[src/rtl/thw_pkg.sv]
// Shared types and constants for the task heartbeat watchdog.
// Holds the request and response word layouts and the control word between
// the sequencer and the datapath. No dependencies.
package thw_pkg;

   // Default slot count and the cap on events reported by a single check.
   localparam int SLOTS_DEFAULT = 8;
   localparam int MAX_EVENTS    = 8;
   localparam int CNT_W         = 4;

   // Default timeouts loaded at reset.
   localparam logic [31:0] TIMEOUT_DEFAULT = 32'd1000;
   localparam logic [31:0] TIMEOUT_SLOT1   = 32'd3000;
   localparam logic [31:0] TIMEOUT_SLOT2   = 32'd2000;

   // Request modes.
   localparam logic [1:0] MODE_BEAT    = 2'd0;
   localparam logic [1:0] MODE_SET_IVL = 2'd1;
   localparam logic [1:0] MODE_CHECK   = 2'd2;

   // Event kinds.
   localparam logic KIND_HUNG      = 1'b0;
   localparam logic KIND_RECOVERED = 1'b1;

   // Datapath operations selected by the microcode.
   localparam logic [2:0] OP_NONE  = 3'd0;
   localparam logic [2:0] OP_BEAT  = 3'd1;
   localparam logic [2:0] OP_IVL   = 3'd2;
   localparam logic [2:0] OP_SCAN  = 3'd3;
   localparam logic [2:0] OP_FLUSH = 3'd4;

   typedef struct packed {
      logic [1:0]  mode;
      logic [2:0]  slot;
      logic [31:0] now_tick;
      logic [31:0] interval_ms;
   } req_type;

   typedef struct packed {
      logic [2:0] event_slot;
      logic       event_kind;
      logic       last;
   } rsp_type;

   // Control from the sequencer to the datapath.
   typedef struct packed {
      logic       load;
      logic [2:0] op;
   } ctrl_type;

endpackage

[src/rtl/task_heartbeat_watchdog_unit.sv]
// Task heartbeat watchdog, top level.
// Beat and set-interval words are accepted, then written; a mode 3 word is only accepted.
// A check is accepted, scans one slot per cycle while the output register is not held
// by rsp_ready low, and then flushes.
// One word is in work at a time. Reset clears the started and hung flags and
// loads the default timeouts at once; there is no clearing pass.
module task_heartbeat_watchdog_unit #(
   parameter int SLOTS = thw_pkg::SLOTS_DEFAULT
) (
   input  logic              clock,
   input  logic              reset,
   input  logic              req_valid,
   output logic              req_ready,
   input  thw_pkg::req_type  req_data,
   output logic              rsp_valid,
   input  logic              rsp_ready,
   output thw_pkg::rsp_type  rsp_data
);

   localparam int IDX_W = (SLOTS > 1) ? $clog2(SLOTS) : 1;

   thw_pkg::ctrl_type ctrl;
   logic [IDX_W-1:0]  idx;
   logic              stall;

   // Sequencer: step counter, control ROM and slot counter.
   thw_sequencer #(
      .SLOTS (SLOTS)
   ) u_seq (
      .clock     (clock),
      .reset     (reset),
      .req_valid (req_valid),
      .req_mode  (req_data.mode),
      .stall     (stall),
      .req_ready (req_ready),
      .ctrl      (ctrl),
      .idx       (idx)
   );

   // Datapath: slot state and event output.
   thw_datapath #(
      .SLOTS (SLOTS)
   ) u_dp (
      .clock     (clock),
      .reset     (reset),
      .req       (req_data),
      .ctrl      (ctrl),
      .idx       (idx),
      .rsp_ready (rsp_ready),
      .rsp_valid (rsp_valid),
      .rsp       (rsp_data),
      .stall     (stall)
   );

endmodule

[src/rtl/thw_sequencer.sv]
// Microcode sequencer for the heartbeat watchdog: step counter, control ROM
// and slot index counter. Depends on thw_pkg.
module thw_sequencer #(
   parameter int SLOTS = thw_pkg::SLOTS_DEFAULT,
   localparam int IDX_W = (SLOTS > 1) ? $clog2(SLOTS) : 1
) (
   input  logic               clock,
   input  logic               reset,
   input  logic               req_valid,
   input  logic [1:0]         req_mode,
   input  logic               stall,
   output logic               req_ready,
   output thw_pkg::ctrl_type  ctrl,
   output logic [IDX_W-1:0]   idx
);

   localparam logic [IDX_W-1:0] IDX_LAST = IDX_W'(SLOTS - 1);

   // Step codes.
   localparam logic [2:0] STEP_FETCH = 3'd0;
   localparam logic [2:0] STEP_BEAT  = 3'd1;
   localparam logic [2:0] STEP_IVL   = 3'd2;
   localparam logic [2:0] STEP_SCAN  = 3'd3;
   localparam logic [2:0] STEP_FLUSH = 3'd4;

   // Jump conditions.
   localparam logic [1:0] COND_ALWAYS   = 2'd0;
   localparam logic [1:0] COND_MODE     = 2'd1;
   localparam logic [1:0] COND_SCAN_END = 2'd2;

   typedef struct packed {
      logic       ready;
      logic [2:0] op;
      logic [1:0] cond;
      logic [2:0] target;
   } ucode_type;

   logic [2:0]       step_ff, step_in;
   logic [IDX_W-1:0] idx_ff, idx_in;
   ucode_type        uc;

   // Control ROM: one word per step.
   always_comb begin
      case (step_ff)
         STEP_FETCH: uc = '{1'b1, thw_pkg::OP_NONE,  COND_MODE,     STEP_FETCH};
         STEP_BEAT:  uc = '{1'b0, thw_pkg::OP_BEAT,  COND_ALWAYS,   STEP_FETCH};
         STEP_IVL:   uc = '{1'b0, thw_pkg::OP_IVL,   COND_ALWAYS,   STEP_FETCH};
         STEP_SCAN:  uc = '{1'b0, thw_pkg::OP_SCAN,  COND_SCAN_END, STEP_FLUSH};
         STEP_FLUSH: uc = '{1'b0, thw_pkg::OP_FLUSH, COND_ALWAYS,   STEP_FETCH};
         default:    uc = '{1'b0, thw_pkg::OP_NONE,  COND_ALWAYS,   STEP_FETCH};
      endcase
   end

   // Next step and slot index; everything holds while the datapath stalls.
   always_comb begin
      step_in = step_ff;
      idx_in  = idx_ff;
      if (!stall) begin
         case (uc.cond)
            COND_ALWAYS: begin
               step_in = uc.target;
               idx_in  = '0;
            end
            COND_MODE: begin
               if (req_valid) begin
                  case (req_mode)
                     thw_pkg::MODE_BEAT:    step_in = STEP_BEAT;
                     thw_pkg::MODE_SET_IVL: step_in = STEP_IVL;
                     thw_pkg::MODE_CHECK:   step_in = STEP_SCAN;
                     default:               step_in = uc.target;
                  endcase
               end
               idx_in = '0;
            end
            COND_SCAN_END: begin
               if (idx_ff == IDX_LAST) begin
                  step_in = uc.target;
                  idx_in  = '0;
               end else begin
                  idx_in = idx_ff + 1'b1;
               end
            end
            default: begin
               step_in = STEP_FETCH;
               idx_in  = '0;
            end
         endcase
      end
   end

   always_ff @(posedge clock) begin
      if (reset) begin
         step_ff <= STEP_FETCH;
         idx_ff  <= '0;
      end else begin
         step_ff <= step_in;
         idx_ff  <= idx_in;
      end
   end

   assign req_ready = uc.ready;
   assign ctrl.load = req_valid & uc.ready;
   assign ctrl.op   = uc.op;
   assign idx       = idx_ff;

endmodule

[src/rtl/thw_datapath.sv]
// Datapath of the heartbeat watchdog: slot state, age compare, pending event
// word and output register. Depends on thw_pkg.
module thw_datapath #(
   parameter int SLOTS = thw_pkg::SLOTS_DEFAULT,
   localparam int IDX_W = (SLOTS > 1) ? $clog2(SLOTS) : 1
) (
   input  logic               clock,
   input  logic               reset,
   input  thw_pkg::req_type   req,
   input  thw_pkg::ctrl_type  ctrl,
   input  logic [IDX_W-1:0]   idx,
   input  logic               rsp_ready,
   output logic               rsp_valid,
   output thw_pkg::rsp_type   rsp,
   output logic               stall
);

   localparam logic [thw_pkg::CNT_W-1:0] CNT_MAX = thw_pkg::CNT_W'(thw_pkg::MAX_EVENTS);

   thw_pkg::req_type           req_ff;
   logic [31:0]                beat_time_ff [SLOTS];
   logic [31:0]                timeout_ff   [SLOTS];
   logic [SLOTS-1:0]           started_ff;
   logic [SLOTS-1:0]           hung_ff;
   logic                       pend_valid_ff;
   thw_pkg::rsp_type           pend_ff;
   logic [thw_pkg::CNT_W-1:0]  cnt_ff;
   logic                       rsp_valid_ff;
   thw_pkg::rsp_type           rsp_ff;

   logic [31:0]      slot_ext;
   logic [31:0]      idx_ext;
   logic             slot_ok;
   logic [IDX_W-1:0] waddr;
   logic [31:0]      age;
   logic             hung_now;
   logic             evt;
   logic             take;
   logic             is_scan;
   logic             is_flush;
   logic             out_free;
   logic             push;
   thw_pkg::rsp_type new_word;

   // Write address of a beat or interval word and its range check.
   assign slot_ext = 32'(req_ff.slot);
   assign slot_ok  = slot_ext < 32'(SLOTS);
   assign waddr    = slot_ext[IDX_W-1:0];

   // Wrapping age of the scanned slot against its timeout.
   assign age      = req_ff.now_tick - beat_time_ff[idx];
   assign hung_now = age > timeout_ff[idx];

   // A status change on a started slot is an event; only the first MAX_EVENTS count.
   assign is_scan  = ctrl.op == thw_pkg::OP_SCAN;
   assign is_flush = ctrl.op == thw_pkg::OP_FLUSH;
   assign evt      = started_ff[idx] && (hung_now != hung_ff[idx]);
   assign take     = is_scan && evt && (cnt_ff < CNT_MAX);

   assign idx_ext             = 32'(idx);
   assign new_word.event_slot = idx_ext[2:0];
   assign new_word.event_kind = hung_now ? thw_pkg::KIND_HUNG : thw_pkg::KIND_RECOVERED;
   assign new_word.last       = 1'b0;

   // The pending word moves out when a newer event is taken or at the flush.
   assign out_free = !rsp_valid_ff || rsp_ready;
   assign push     = (take || is_flush) && pend_valid_ff && out_free;
   assign stall    = (take || is_flush) && pend_valid_ff && !out_free;

   // Request word register.
   always_ff @(posedge clock) begin
      if (ctrl.load) begin
         req_ff <= req;
      end
   end

   // Beat times.
   always_ff @(posedge clock) begin
      if (ctrl.op == thw_pkg::OP_BEAT && slot_ok) begin
         beat_time_ff[waddr] <= req_ff.now_tick;
      end
   end

   // Timeouts, with their default values at reset.
   always_ff @(posedge clock) begin
      if (reset) begin
         for (int i = 0; i < SLOTS; i++) begin
            if (i == 1) begin
               timeout_ff[i] <= thw_pkg::TIMEOUT_SLOT1;
            end else if (i == 2) begin
               timeout_ff[i] <= thw_pkg::TIMEOUT_SLOT2;
            end else begin
               timeout_ff[i] <= thw_pkg::TIMEOUT_DEFAULT;
            end
         end
      end else if (ctrl.op == thw_pkg::OP_IVL && slot_ok && req_ff.interval_ms != '0) begin
         timeout_ff[waddr] <= req_ff.interval_ms;
      end
   end

   // Started and hung flags.
   always_ff @(posedge clock) begin
      if (reset) begin
         started_ff <= '0;
         hung_ff    <= '0;
      end else begin
         if (ctrl.op == thw_pkg::OP_BEAT && slot_ok) begin
            started_ff[waddr] <= 1'b1;
         end
         if (is_scan && !stall && started_ff[idx]) begin
            hung_ff[idx] <= hung_now;
         end
      end
   end

   // Pending event word and the count of events taken by this check.
   always_ff @(posedge clock) begin
      if (reset) begin
         pend_valid_ff <= 1'b0;
         cnt_ff        <= '0;
      end else begin
         if (ctrl.load) begin
            cnt_ff <= '0;
         end else if (take && !stall) begin
            cnt_ff <= cnt_ff + 1'b1;
         end
         if (take && !stall) begin
            pend_valid_ff <= 1'b1;
         end else if (is_flush && push) begin
            pend_valid_ff <= 1'b0;
         end
      end
   end

   always_ff @(posedge clock) begin
      if (take && !stall) begin
         pend_ff <= new_word;
      end
   end

   // Output register; the word sent by the flush closes the check.
   always_ff @(posedge clock) begin
      if (reset) begin
         rsp_valid_ff <= 1'b0;
      end else if (push) begin
         rsp_valid_ff <= 1'b1;
      end else if (rsp_ready) begin
         rsp_valid_ff <= 1'b0;
      end
   end

   always_ff @(posedge clock) begin
      if (push) begin
         rsp_ff.event_slot <= pend_ff.event_slot;
         rsp_ff.event_kind <= pend_ff.event_kind;
         rsp_ff.last       <= is_flush;
      end
   end

   assign rsp_valid = rsp_valid_ff;
   assign rsp       = rsp_ff;

`ifndef SYNTHESIS
   a_cnt_cap: assert property (@(posedge clock) disable iff (reset)
      cnt_ff <= CNT_MAX)
      else $error("event count above cap");

   a_hung_started: assert property (@(posedge clock) disable iff (reset)
      (hung_ff & ~started_ff) == '0)
      else $error("hung flag set on a slot never beaten");

   a_flush_drains: assert property (@(posedge clock) disable iff (reset)
      (is_flush && !stall) |=> !pend_valid_ff)
      else $error("pending word left after flush");

   a_stall_scope: assert property (@(posedge clock) disable iff (reset)
      (!is_scan && !is_flush) |-> !stall)
      else $error("stall outside scan or flush");
`endif

endmodule
[config.mk]
export PLATFORM = sky130hd
export DESIGN_NAME = task_heartbeat_watchdog_unit
export DESIGN_NICKNAME = d
export VERILOG_FILES = /design/src/rtl/thw_pkg.sv /design/src/rtl/task_heartbeat_watchdog_unit.sv /design/src/rtl/thw_sequencer.sv /design/src/rtl/thw_datapath.sv
export SDC_FILE = /design/constraint.sdc
export NUM_CORES = 1
export LEC_CHECK = 0
export ABC_AREA = 1
export ABC_CLOCK_PERIOD_IN_PS = 6050
export BUFFER_PORTS_ARGS = -buffer_cell sky130_fd_sc_hd__buf_4
export CAP_MARGIN = 20
export CORE_ASPECT_RATIO = 0.5
export CORE_UTILIZATION = 43
export CTS_BUF_LIST = sky130_fd_sc_hd__clkbuf_8
export DETAILED_ROUTE_END_ITERATION = 7
export PLACE_DENSITY_LB_ADDON = 0.05
export SLEW_MARGIN = 20
export SYNTH_ARGS = -nofsm -noshare
export SYNTH_HDL_FRONTEND = slang
export SYNTH_SLANG_ARGS = --single-unit
[constraint.sdc]
create_clock -name clock -period 6.05 [get_ports clock]
set_input_delay 0 -clock clock [delete_from_list [all_inputs] [get_ports clock]]
set_output_delay 0 -clock clock [all_outputs]
set_load 0.005 [all_outputs]
; After elaboration in Yosys (flattened, before gate mapping)
; Memories as Yosys holds them, arrays and structs flattened. A register that Yosys moved wholly into a read port is not among the register bits.
; Index checks and enable logic that the tools add are counted.
[op_classes]
addsub = 3
mul = 0
div = 0
order_cmp = 7
eq_ne = 16
n_shift = 0
mux = 35
n_bitwise = 3
reduce_logical = 29
[ops]
columns = cell, count
row1 = $pmux 9 s5, 1
row2 = $gt 32x32->1, 1
row3 = $mux 32, 1
row4 = $reduce_bool 32->1, 1
row5 = $reduce_or 32->1, 1
row6 = $sub 32x32->32, 1
row7 = $mux 3, 9
row8 = $pmux 3 s3, 2
row9 = $mux 1, 17
row10 = $logic_and 1x1->1, 15
row11 = $eq 3x2->1 const B, 4
row12 = $lt 3x4->1 const B, 3
row13 = $eq 3x3->1 const B, 3
row14 = $bwmux 8, 1
row15 = $or 8x8->8, 1
row16 = $bmux 1 s3, 2
row17 = $demux 1 s3, 2
row18 = $eq 3x1->1 const B, 2
row19 = $ge 3x1->1 const B, 2
row20 = $add 4x1->4 const B, 1
row21 = $eq 2x1->1 const B, 2
row22 = $eq 2x2->1 const B, 2
row23 = $logic_not 2->1, 2
row24 = $lt 4x4->1 const B, 1
row25 = 12 further kinds, 16
[totals]
ff_bits = 104
latchBits = 0
ram_bits = 512
romBits = 0
inputBits = 73
output_inout_bits = 7
elab_cells = 110
memories = 2
[memory_table]
columns = name, depth, width, read_ports, rd_ports_with_merged_regs, wr, line_no
row1 = u_dp.beat_time_ff, 8, 32, 1, 1, 1, thw_datapath.sv:21  ; logic [31:0] beat_time_ff [SLOTS];
row2 = u_dp.timeout_ff, 8, 32, 1, 1, 8, thw_datapath.sv:22  ; logic [31:0] timeout_ff [SLOTS];

; Longest topological paths before layout
; Gate-level depths: netlist of run 1.
[logic_depth]
depth_word = 12
depth_mapped = 39
ltp_nobuf = 36

; Cells and area by module
; A second synthesis of run 1 with hierarchy kept.
[hier_totals]
hier_cells = 2112
area_unflattened_um2 = 26115.0
[modules_own_cells]
columns = mod, n_inst, cells_per_inst, area_each_um2, seq_area_each_um2
row1 = thw_datapath, 1, 2053, 25680.9, 18097.4
row2 = thw_sequencer, 1, 59, 434.2, 120.1

; Worst setup path before layout of run 1
; OpenSTA, ideal clock, no wires.
[synth_timing]
path_kind = register to register
startpoint = register with a tool-made name
endpoint = register u_dp.rsp_ff (netlist bit u_dp.rsp[0]), enable pin
setup_time_ps = 347
t_arrival_ps = 4932
required_time_ps = 5703
slack_ps = 771
stages_incl_launch_ff = 33
path_buffers = 4
synth_period_minus_slack_ps = 5279
path_cell_list = dfxtp_1 buf_2 inv_1 buf_2 clkbuf_1 clkbuf_1 o21ai_0 a31oi_1 ha_1 inv_1 fa_1 nand3_1 nand2_1 a31oi_1 o21ai_2 a21oi_1 o21ai_0 a21oi_1 o21ai_0 xor2_1 ha_1 nand2_1 nor2_1 nand3b_1 nor3b_2 nand2_1 nand2_1 nand2_1 nand2_1 nand3_1 nand2_2 nand2_1 nor2_1
[synth_lines]
columns = item, line_no
row1 = end: declaration, thw_datapath.sv:29  ; thw_pkg::rsp_type rsp_ff;

==> summary.txt, run 1 <==
Worst setup path
  • CP Max Fanout: 26
  • CP max stage delay: 0.56 ns
  • Critical Path End Type: register
  • Cell at the slowest stage of the critical path: dlygate4sd3_1
  • Buf+Inv Stages, Crit Path: 6
  • Worst Path Class, Setup: reg -> reg
  • Most used cell, CP: nand2_1
  • Top Family by Delay on Critical Path: simple AND/OR/NAND/NOR gates
  • Worst EP required: 6.67 ns
  • WP data arrival: 6.32 ns
  • Worst setup SP type: register

Logic synthesis
  • Primary FF master, synth: edfxtp_1
  • Post-synth EDFFs: 588
  • Top area cells in the synthesized netlist: edfxtp_1 66%, nor2_1 7.9%, o21ai_0 6.3%, ha_1 3.2%, nand2_1 2.6%
  • Post-synthesis sequential area ratio: 0.680
  • Synth warn: 0
  • Commonest cells in the netlist: 588 x edfxtp_1, 565 x nor2_1, 339 x o21ai_0
  • Syn Area/Cell: 11.5 µm²
  • Syn Nets: 2488
  • Syn Inst Count: 2345
  • Most numerous cell in the Yosys netlist: edfxtp_1
  • Synth unique cells: 47
  • Yosys top cell by area: edfxtp_1
  • Async S/R FF share, synth: 0
  • Synth top area share: 0.657
  • Syn Std Cell Area: 26900 µm²
  • FF+latch count, synth: 619

Worst hold path
  • Hold Crit Class: in -> reg

Route
  • DRT Pass-1 Iters: 7
  • Wirelength per Cell: 22.2 µm
  • Post-DR vias/cell: 5.42
  • DRC viols: 2
  • Vias: 19.0k
  • Iter 0 DRT Violations: 1751
  • Final WL: 77.5 mm
  • Final antenna-violating net count: 0

Layout
  • Final #Nets: 2739
  • Ant diodes: 0
  • Share of cells above drive strength 1: 0.114
  • Final core area utilization: 0.518
  • Finished Layout Cells: 3500
  • Area growth from synthesis to layout: 18.3%

GRT
  • Total grt overflow: 0
  • Vias in the first global route: 18.1k
  • Initial antenna violation count: 5
  • Tot GR Track Use: 0.243
  • Largest net degree at the start of global routing: 123
  • Global-route wire length before repair: 114 mm

Floorplan
  • Die area: 63600 µm²
  • Die Y: 179 µm
  • Die width: 356 µm
  • # IOs: 80
  • Core box area: 61400 µm²
  • Initial Util: 0.438
  • # rows: 64

Clock tree
  • CTS HTree Levels: 3
  • Root buffer cell: clkbuf_8
  • Clock sink total: 619
  • Clk_lat worst skew: 0.70 ns
  • CTS tree: yes
  • Clock Pin Slew Worst Setup and Hold Paths: 0.07 ns
  • Clk buf depth: 3
  • CTS Buf Count: 92

Pwr
  • PnR Total Power: 9.86 mW
  • Pint: 7.07 mW
  • Net switching power: 2.79 mW
  • Peak supply drop: 167 µV
  • Sequential Power Share: 0.524
  • Clk pwr share: 0.330
  • Comb pwr share: 0.146
  • Leak: 11.6 nW
  • Sw frac: 0.283
  • Pwr dens: 310 nW/µm²

Status
  • Failing checks: design-rule violations
  • Status: complete, but fails checks

Placement
  • Routability cong.: 0.886
  • Post-DP HPWL: 44.7 mm
  • PortBufs: 79
  • Inst Count DP: 3188

Timing
  • Pins Over Slew Limit: 0
  • Max-slew headroom: 0.236
  • Clk_skew: 0.0301 ns
  • Crit path time final: 5.70 ns
  • Period utilization: 0.941
  • Setup violators final: 0
  • Slew @ Worst Pin: 1.14 ns
  • Max frequency: 176 MHz
  • Final Hold Vio Count: 0

Job
  • Max Cap Violations: 0
[kinds of logic (layout without fill, tap and decap cells)]
logic type	Yosys count	in the layout	synth area share
and+or+nand+nor	820	820	0.120
DFF	619	619	0.680
AOI/OAI and AO/OA	551	551	0.118
buffers and inverters	252	582	0.0381
adders and majority gates	70	70	0.0329
xor gates and xnor gates	33	33	0.0108
[final cells by class]
type	count	area, µm²
clock inverter	76	377
timing repair buffer	277	2570
fill	5460	29600
multi-input combinational	1474	7680
tap	825	1030
sequential	619	18300
inverter	132	509
clock buffer	97	1340
[final timing paths]
kind | startpoint | end | slack, ns | cells after the start
hold reg to reg | u_dp.pend_ff[4] | u_dp.rsp[4] | 0.42 | 0
setup / recovery | register | u_seq.step_ff[0] | 0.35 | 34
setup reg to reg | register | u_seq.step_ff[0] | 0.35 | 34
hold / removal | req_data[0] | u_dp.req_ff[0] | 0.05 | 2
[registers in the layout, indices dropped and copies added, names as in the netlist, named ones only]
signal / flops
u_dp.waddr: 3
u_dp.pend_ff: 4
u_dp.rsp: 5
u_dp.hung_ff: 8
u_dp.started_ff: 8
u_dp.cnt_ff: 4
u_dp.rsp_valid: 1
u_dp.pend_valid_ff: 1
u_seq.step_ff: 3
u_dp.req_ff: 64
u_dp.timeout_ff: 256
u_dp.beat_time_ff: 256
u_seq.idx: 3
[repair_timing]
item	CTS	global route
hold buffers	130	0
resized for setup	0	26
hold endpoints to repair	103	0
setup buffers	0	6
setup endpoints to repair	0	28
[power by group through the flow]
stage                     Combinational (mW)  Clock, mW  Sequential (mW)
final                                   1.44       3.25             5.17
after global routing                    1.61       3.50             5.19
after CTS                               1.41       3.33             5.17
after detailed placement                1.33          0             5.26
after global placement                  1.33          0             5.26
after floorplan                        0.838          0             5.19
[through the flow]
stage	hold WS [ns]	cell area (µm²)	TNS [ns]	setup slack, ns
after floorplan	0.0989	26900	0	0.771
after global routing	0.0268	31800	-0.0136	-0.0136
final	0.0505	31800	0	0.355
after CTS	0.000348	31600	0	0.0453
after global placement	0.178	28600	0	0.397
after detailed placement	0.179	28600	0	0.340
[layer usage]
metal | wire, µm | part of all wire | vias up | global-route usage
met3 | 5190 | 0.067 | 124 | 0.0499
met2 | 33800 | 0.44 | 567 | 0.367
met5 | 13 | 0.00017 | - | 0
met1 | 36800 | 0.47 | 9374 | 0.353
met4 | 1740 | 0.022 | 2 | 0.0686
li1 | - | - | 8911 | -
[cells in the final DEF (no fill, tap or decap), types with 5 or more instances in the layout]
cell / instances
clkinv_2: 13
inv_2: 8
nand4_1: 18
o22ai_1: 63
nor2_1: 556
buf_6: 5
o21ai_1: 6
o21a_1: 7
edfxtp_1: 588
nand3_1: 24
nor4_1: 5
dfxtp_1: 28
xnor2_1: 12
nand2_1: 185
clkinv_1: 35
inv_1: 144
o21ai_0: 333
xor2_1: 21
ha_1: 67
a31oi_1: 9
a21oi_1: 48
o221ai_1: 62
clkbuf_8: 97
dlygate4sd3_1: 130
nor2_4: 9
buf_4: 132
nor3_1: 15
No activity file was read; power rests on OpenSTA's default activity.
==> run 2, diff against run 1 <==
ABC_CLOCK_PERIOD_IN_PS = 4700   (was 6050)
clock period = 4.7 ns   (was 6.05 ns; I/O delays follow)
==> run 2 against run 1 <==
Effect of this change:
- the run ends with design-rule violations, negative setup slack left
- clock power rose by 25%
- combinational power rose by 67%
- register-to-register slack worse by 0.75 ns
- highest routed layer unchanged
==> summary.txt, run 2 (synthesis results as in run 1) <==
Pwr
  • Pwr dens: 385 nW/µm²
  • Leak: 12.8 nW
  • PnR Total Power: 13.1 mW
  • Peak supply drop: 217 µV

Layout
  • Share of cells above drive strength 1: 0.195
  • Finished Layout Cells: 3708
  • Biggest regs: u_dp.beat_time_ff (256), u_dp.timeout_ff (256), u_dp.req_ff (64)
  • Highest-count cells in the layout ignoring fill and taps: 588 x edfxtp_1, 548 x nor2_1, 311 x buf_4
  • Final core area utilization: 0.554
  • Most common cell after layout, fill and taps aside: edfxtp_1
  • Final #Nets: 2955
  • Filler cell count in the final layout: 5384
  • Area growth from synthesis to layout: 26.6%

Route
  • DRC viols: 4
  • Final WL: 81.0 mm
  • Vias: 19.9k
  • Final antenna-violating net count: 0
  • DRT Pass-1 Iters: 7
  • Iter 0 DRT Violations: 1737
  • Post-DR vias/cell: 5.37
  • Wirelength per Cell: 21.8 µm

Timing
  • Pins Over Slew Limit: 0
  • Setup ws final: -0.397 ns
  • Fin Setup TNS: -9.72 ns
  • RSZ-0062 raised after global routing: yes
  • Slew @ Worst Pin: 1.06 ns
  • Final Hold Vio Count: 0
  • Clk_skew: 0.0527 ns
  • Setup violators final: 31
  • Crit path time final: 5.10 ns
  • Max-slew headroom: 0.293
  • Max frequency: 196 MHz
  • Min Hold Slack: 0.155 ns
  • Period utilization: 1.08

Placement
  • PortBufs: 79
  • Routability cong.: 0.842
  • Inst Count DP: 3348
  • Post-DP HPWL: 48.6 mm

Floorplan
  • # IOs: 80
  • Core box area: 61400 µm²
  • # rows: 64
  • Die width: 356 µm
  • Initial Util: 0.438
  • Die Y: 179 µm
  • Die area: 63600 µm²

Worst setup path
  • Critical Path End Type: register
  • CP max stage delay: 0.42 ns
  • Worst setup SP type: register
  • Worst EP required: 5.34 ns
  • Most used cell, CP: nand2_1
  • Cell at the slowest stage of the critical path: dfxtp_4
  • Worst Path Class, Setup: reg -> reg
  • WP data arrival: 5.74 ns
  • CP Max Fanout: 8

Clock tree
  • CTS tree: yes
  • Clock sink total: 619
  • Clk buf depth: 3
  • CTS HTree Levels: 3
  • CTS Buf Count: 91
  • Root buffer cell: clkbuf_8
  • Clock Pin Slew Worst Setup and Hold Paths: 0.07 ns
  • Clk_lat worst skew: 0.74 ns

GRT
  • Vias in the first global route: 19.3k
  • Tot GR Track Use: 0.256
  • Total grt overflow: 0
  • Global-route wire length before repair: 120 mm
  • Initial antenna violation count: 6
  • Largest net degree at the start of global routing: 85

Status
  • Status: complete, but fails checks
  • Failing checks: design-rule violations, negative setup slack

Worst hold path
  • Hold Crit Class: in -> reg

Job
  • Max Cap Violations: 0
==> run 2: cell count changes in the layout (fill, tap and decap cells not counted), sizes merged <==
cell         previous run  this run
buf                   144       347
dlygate4sd3           130       141
clkbuf                100        94
clkinv                 49        44
diode                   0         4
bufbuf                  0         3
inv                   154       152
==> run 2: final cells by class <==
| type | count | area (µm²) | share of cell area |
|---|---|---|---|
| clock inverter | 68 | 344 | 0.0101 |
| tap | 825 | 1030 | 0.0303 |
| timing repair inverter | 1 | 6.26 | 0.000184 |
| inverter | 132 | 518 | 0.0152 |
| antenna | 4 | 10.0 | 0.000294 |
| timing repair buffer | 493 | 4600 | 0.135 |
| sequential | 619 | 18300 | 0.537 |
| multi-input combinational | 1474 | 7970 | 0.234 |
| clock buffer | 92 | 1270 | 0.0372 |
==> run 2: layer usage <==
layer,up-vias,GRT usage,part of all wire
met5,-,0,0.00021
met2,616,0.388,0.44
li1,9352,-,-
met1,9834,0.362,0.46
met4,2,0.0699,0.019
met3,107,0.0683,0.080
==> run 2: per-stage QoR <==
stage          setup WS [ns]  instance area, µm²
2_1_floorplan       -0.00246               26900
3_3_place_gp          -0.928               29900
3_5_place_dp          -0.938               29900
4_1_cts               -0.330               33700
5_1_grt               -0.796               34000
6_report              -0.397               34000
==> run 2: worst paths after layout <==
check	end	slack (ns)	cells past startpoint	from
setup / recovery	register	-0.40	35	register
hold / removal	u_dp.started_ff[0]	0.15	3	reset
setup reg to reg	register	-0.40	35	register
hold reg to reg	u_dp.rsp[3]	0.42	0	u_dp.pend_ff[3]
==> run 2: worst max-delay path, delay by kind of cell (launching register included) <==
family / cells / cell delay (ns)
flip-flops: 1 / 0.42
AO/OA/AOI/OAI: 12 / 1.61
buffers and inverters: 7 / 0.92
adder cells (fa/ha/maj): 2 / 0.68
AND/OR/NAND/NOR: 13 / 1.23
XOR/XNOR: 1 / 0.17
==> run 2: timing repair <==
action / 4_1_cts / 5_1_grt
cloned: 10 / 2
pin swaps: 46 / 42
hold endpoints to repair: 140 / 0
hold buffers: 141 / 0
buffers inserted: 30 / 14
gates resized for setup: 104 / 45
setup endpoints to repair: 32 / 32
==> run 2: power breakdown <==
group / switching (mW) / total (mW) / internal [mW]
Combinational: 1.41 / 2.40 / 0.986
Clock: 2.13 / 4.07 / 1.93
Sequential: 0.190 / 6.63 / 6.44
Total: 3.74 / 13.1 / 9.36
==> run 3, diff against run 2 <==
ABC_CLOCK_PERIOD_IN_PS = 5500   (was 4700)
CELL_PAD_IN_SITES_DETAIL_PLACEMENT = 1   (was unset)
CELL_PAD_IN_SITES_GLOBAL_PLACEMENT = 1   (was unset)
clock period = 5.5 ns   (was 4.7 ns; I/O delays follow)
==> run 3 against run 2 <==
Effect of this change:
- the flow finishes with violations (design-rule violations)
- combinational power shrank 25%
- worst setup slack gained 0.71 ns
- critical path type unchanged
- highest routed layer unchanged
- clock skew down 0.015 ns
- power down 16%
- clock-buffer cell count grew 1
==> summary.txt, run 3 (synthesis results as in run 1) <==
Placement
  • Post-DP HPWL: 50.3 mm
  • Setup WS pre-CTS: -0.155 ns
  • PortBufs: 79
  • Inst Count DP: 3258
  • Placement Cell Area: 29200 µm²
  • Routability cong.: 0.860

Timing
  • Setup ws final: 0.309 ns
  • Pins Over Slew Limit: 0
  • Slew @ Worst Pin: 1.38 ns
  • Final Hold Vio Count: 0
  • RSZ-0062 raised after global routing: yes
  • Min Hold Slack: 0.0435 ns
  • Max frequency: 193 MHz
  • Period utilization: 0.944
  • Fin Setup TNS: 0 ns
  • Setup violators final: 0
  • Crit path time final: 5.19 ns
  • Max-slew headroom: 0.0714
  • Clk_skew: 0.0379 ns

Worst setup path
  • Cell at the slowest stage of the critical path: dfxtp_4
  • Worst EP required: 6.06 ns
  • Worst r2r dst: u_dp.hung_ff[4]
  • Critical Path End Type: register
  • Worst R2R Path Depth: 37
  • Worst Path Class, Setup: reg -> reg
  • CP max stage delay: 0.47 ns
  • CP Max Fanout: 8
  • WP data arrival: 5.75 ns
  • Most used cell, CP: nand2_1
  • Flop2flop setup slack: 0.31 ns
  • Worst setup SP type: register

Layout
  • Area of the multi-input gates: 7830 µm²
  • Area growth from synthesis to layout: 20.5%
  • Biggest regs: u_dp.beat_time_ff (256), u_dp.timeout_ff (256), u_dp.req_ff (64)
  • Filler cell count in the final layout: 6458
  • Final #Nets: 2799
  • Most common cell after layout, fill and taps aside: edfxtp_1
  • Final instance area: 32400 µm²
  • Highest-count cells in the layout ignoring fill and taps: 588 x edfxtp_1, 551 x nor2_1, 317 x o21ai_0
  • Finished Layout Cells: 3552
  • Final core area utilization: 0.527
  • Register area: 18300 µm²
  • Share of cells above drive strength 1: 0.148

GRT
  • Tot GR Track Use: 0.263
  • Vias in the first global route: 19.9k
  • Initial antenna violation count: 8
  • Global-route wire length before repair: 123 mm
  • Largest net degree at the start of global routing: 69
  • Total grt overflow: 0

Floorplan
  • # IOs: 80
  • Die area: 63600 µm²
  • Die Y: 179 µm
  • Core box area: 61400 µm²
  • Initial Util: 0.438
  • Die width: 356 µm
  • # rows: 64

Route
  • DRC viols: 4
  • Wirelength per Cell: 23.6 µm
  • Vias: 19.7k
  • DRT Pass-1 Iters: 7
  • Iter 0 DRT Violations: 1687
  • Post-DR vias/cell: 5.54
  • Final antenna-violating net count: 0
  • Final WL: 83.8 mm

Clock tree
  • CTS Buf Count: 90
  • CTS HTree Levels: 3
  • Root buffer cell: clkbuf_8
  • Clock Pin Slew Worst Setup and Hold Paths: 0.07 ns
  • CTS tree: yes
  • Clk buf depth: 3
  • Clk_lat worst skew: 0.69 ns
  • Clock sink total: 619

Worst hold path
  • Hold path cells: 2
  • Hold Crit Class: in -> reg
  • Worst Hold End: u_dp.req_ff[18]
  • Min-delay src: req_data[18]

Pwr
  • Comb pwr share: 0.163
  • Net switching power: 3.17 mW
  • Peak supply drop: 174 µV
  • Sw frac: 0.287
  • Pint: 7.88 mW
  • Sequential Power Share: 0.515
  • PnR Total Power: 11.1 mW
  • Clk pwr share: 0.322
  • Pwr dens: 341 nW/µm²
  • Leak: 11.9 nW

Job
  • Max Cap Violations: 0

Status
  • Failing checks: design-rule violations
  • Status: complete, but fails checks
run 3: how the worst max path moves through the flow:
stage | slack [ns] | end | startpoint | cells after the start
floorplan | 0.22 | u_dp.rsp[0] | register | 32
global placement | -0.11 | register | register | 34
detailed placement | -0.15 | register | register | 34
CTS | 0.01 | register | register | 33
global route | -0.06 | register | register | 31
finish | 0.31 | u_dp.hung_ff[4] | register | 37
run 3: final cells by class:
| type | count | area share |
|---|---|---|
| Tap cell | 825 | 0.0319 |
| Clock inverter | 68 | 0.0113 |
| Timing Repair inverter | 1 | 0.000270 |
| Multi-Input combinational cell | 1474 | 0.242 |
| Timing Repair Buffer | 338 | 0.0947 |
| Inverter | 132 | 0.0158 |
| Sequential cell | 619 | 0.565 |
| Clock buffer | 93 | 0.0395 |
| Antenna cell | 2 | 0.000155 |
run 3: repair_timing:
action	4_1_cts	5_1_grt
hold buffers	110	0
endpoints found under the hold margin	104	0
setup endpoints to repair	17	31
setup buffers	1	19
pin swaps	1	33
cloned	0	3
gates resized for setup	5	76
run 3: per-layer routing:
| metal | vias to the layer above | share of wire | GRT usage |
|---|---|---|---|
| li1 | 9022 | - | - |
| met1 | 10000 | 0.47 | 0.377 |
| met2 | 539 | 0.45 | 0.412 |
| met3 | 106 | 0.060 | 0.0511 |
| met4 | 4 | 0.017 | 0.0627 |
| met5 | - | 0.00031 | 0 |
run 3: power groups by stage:
stage / Combinational, mW / Sequential, mW / Clock (mW)
after floorplan: 0.921 / 5.71 / 0
after global placement: 1.60 / 5.78 / 0
after detailed placement: 1.64 / 5.79 / 0
after CTS: 1.72 / 5.69 / 3.61
after global routing: 1.99 / 5.71 / 3.80
final: 1.81 / 5.69 / 3.56
run 3: critical path: cells and delay by family (launching register included):
kind	cells	cell delay, ns
fa+ha+maj	3	0.88
simple gates	19	1.66
buf+inv	7	0.93
compound gates	7	0.97
flops	1	0.47
xor+xnor	1	0.17
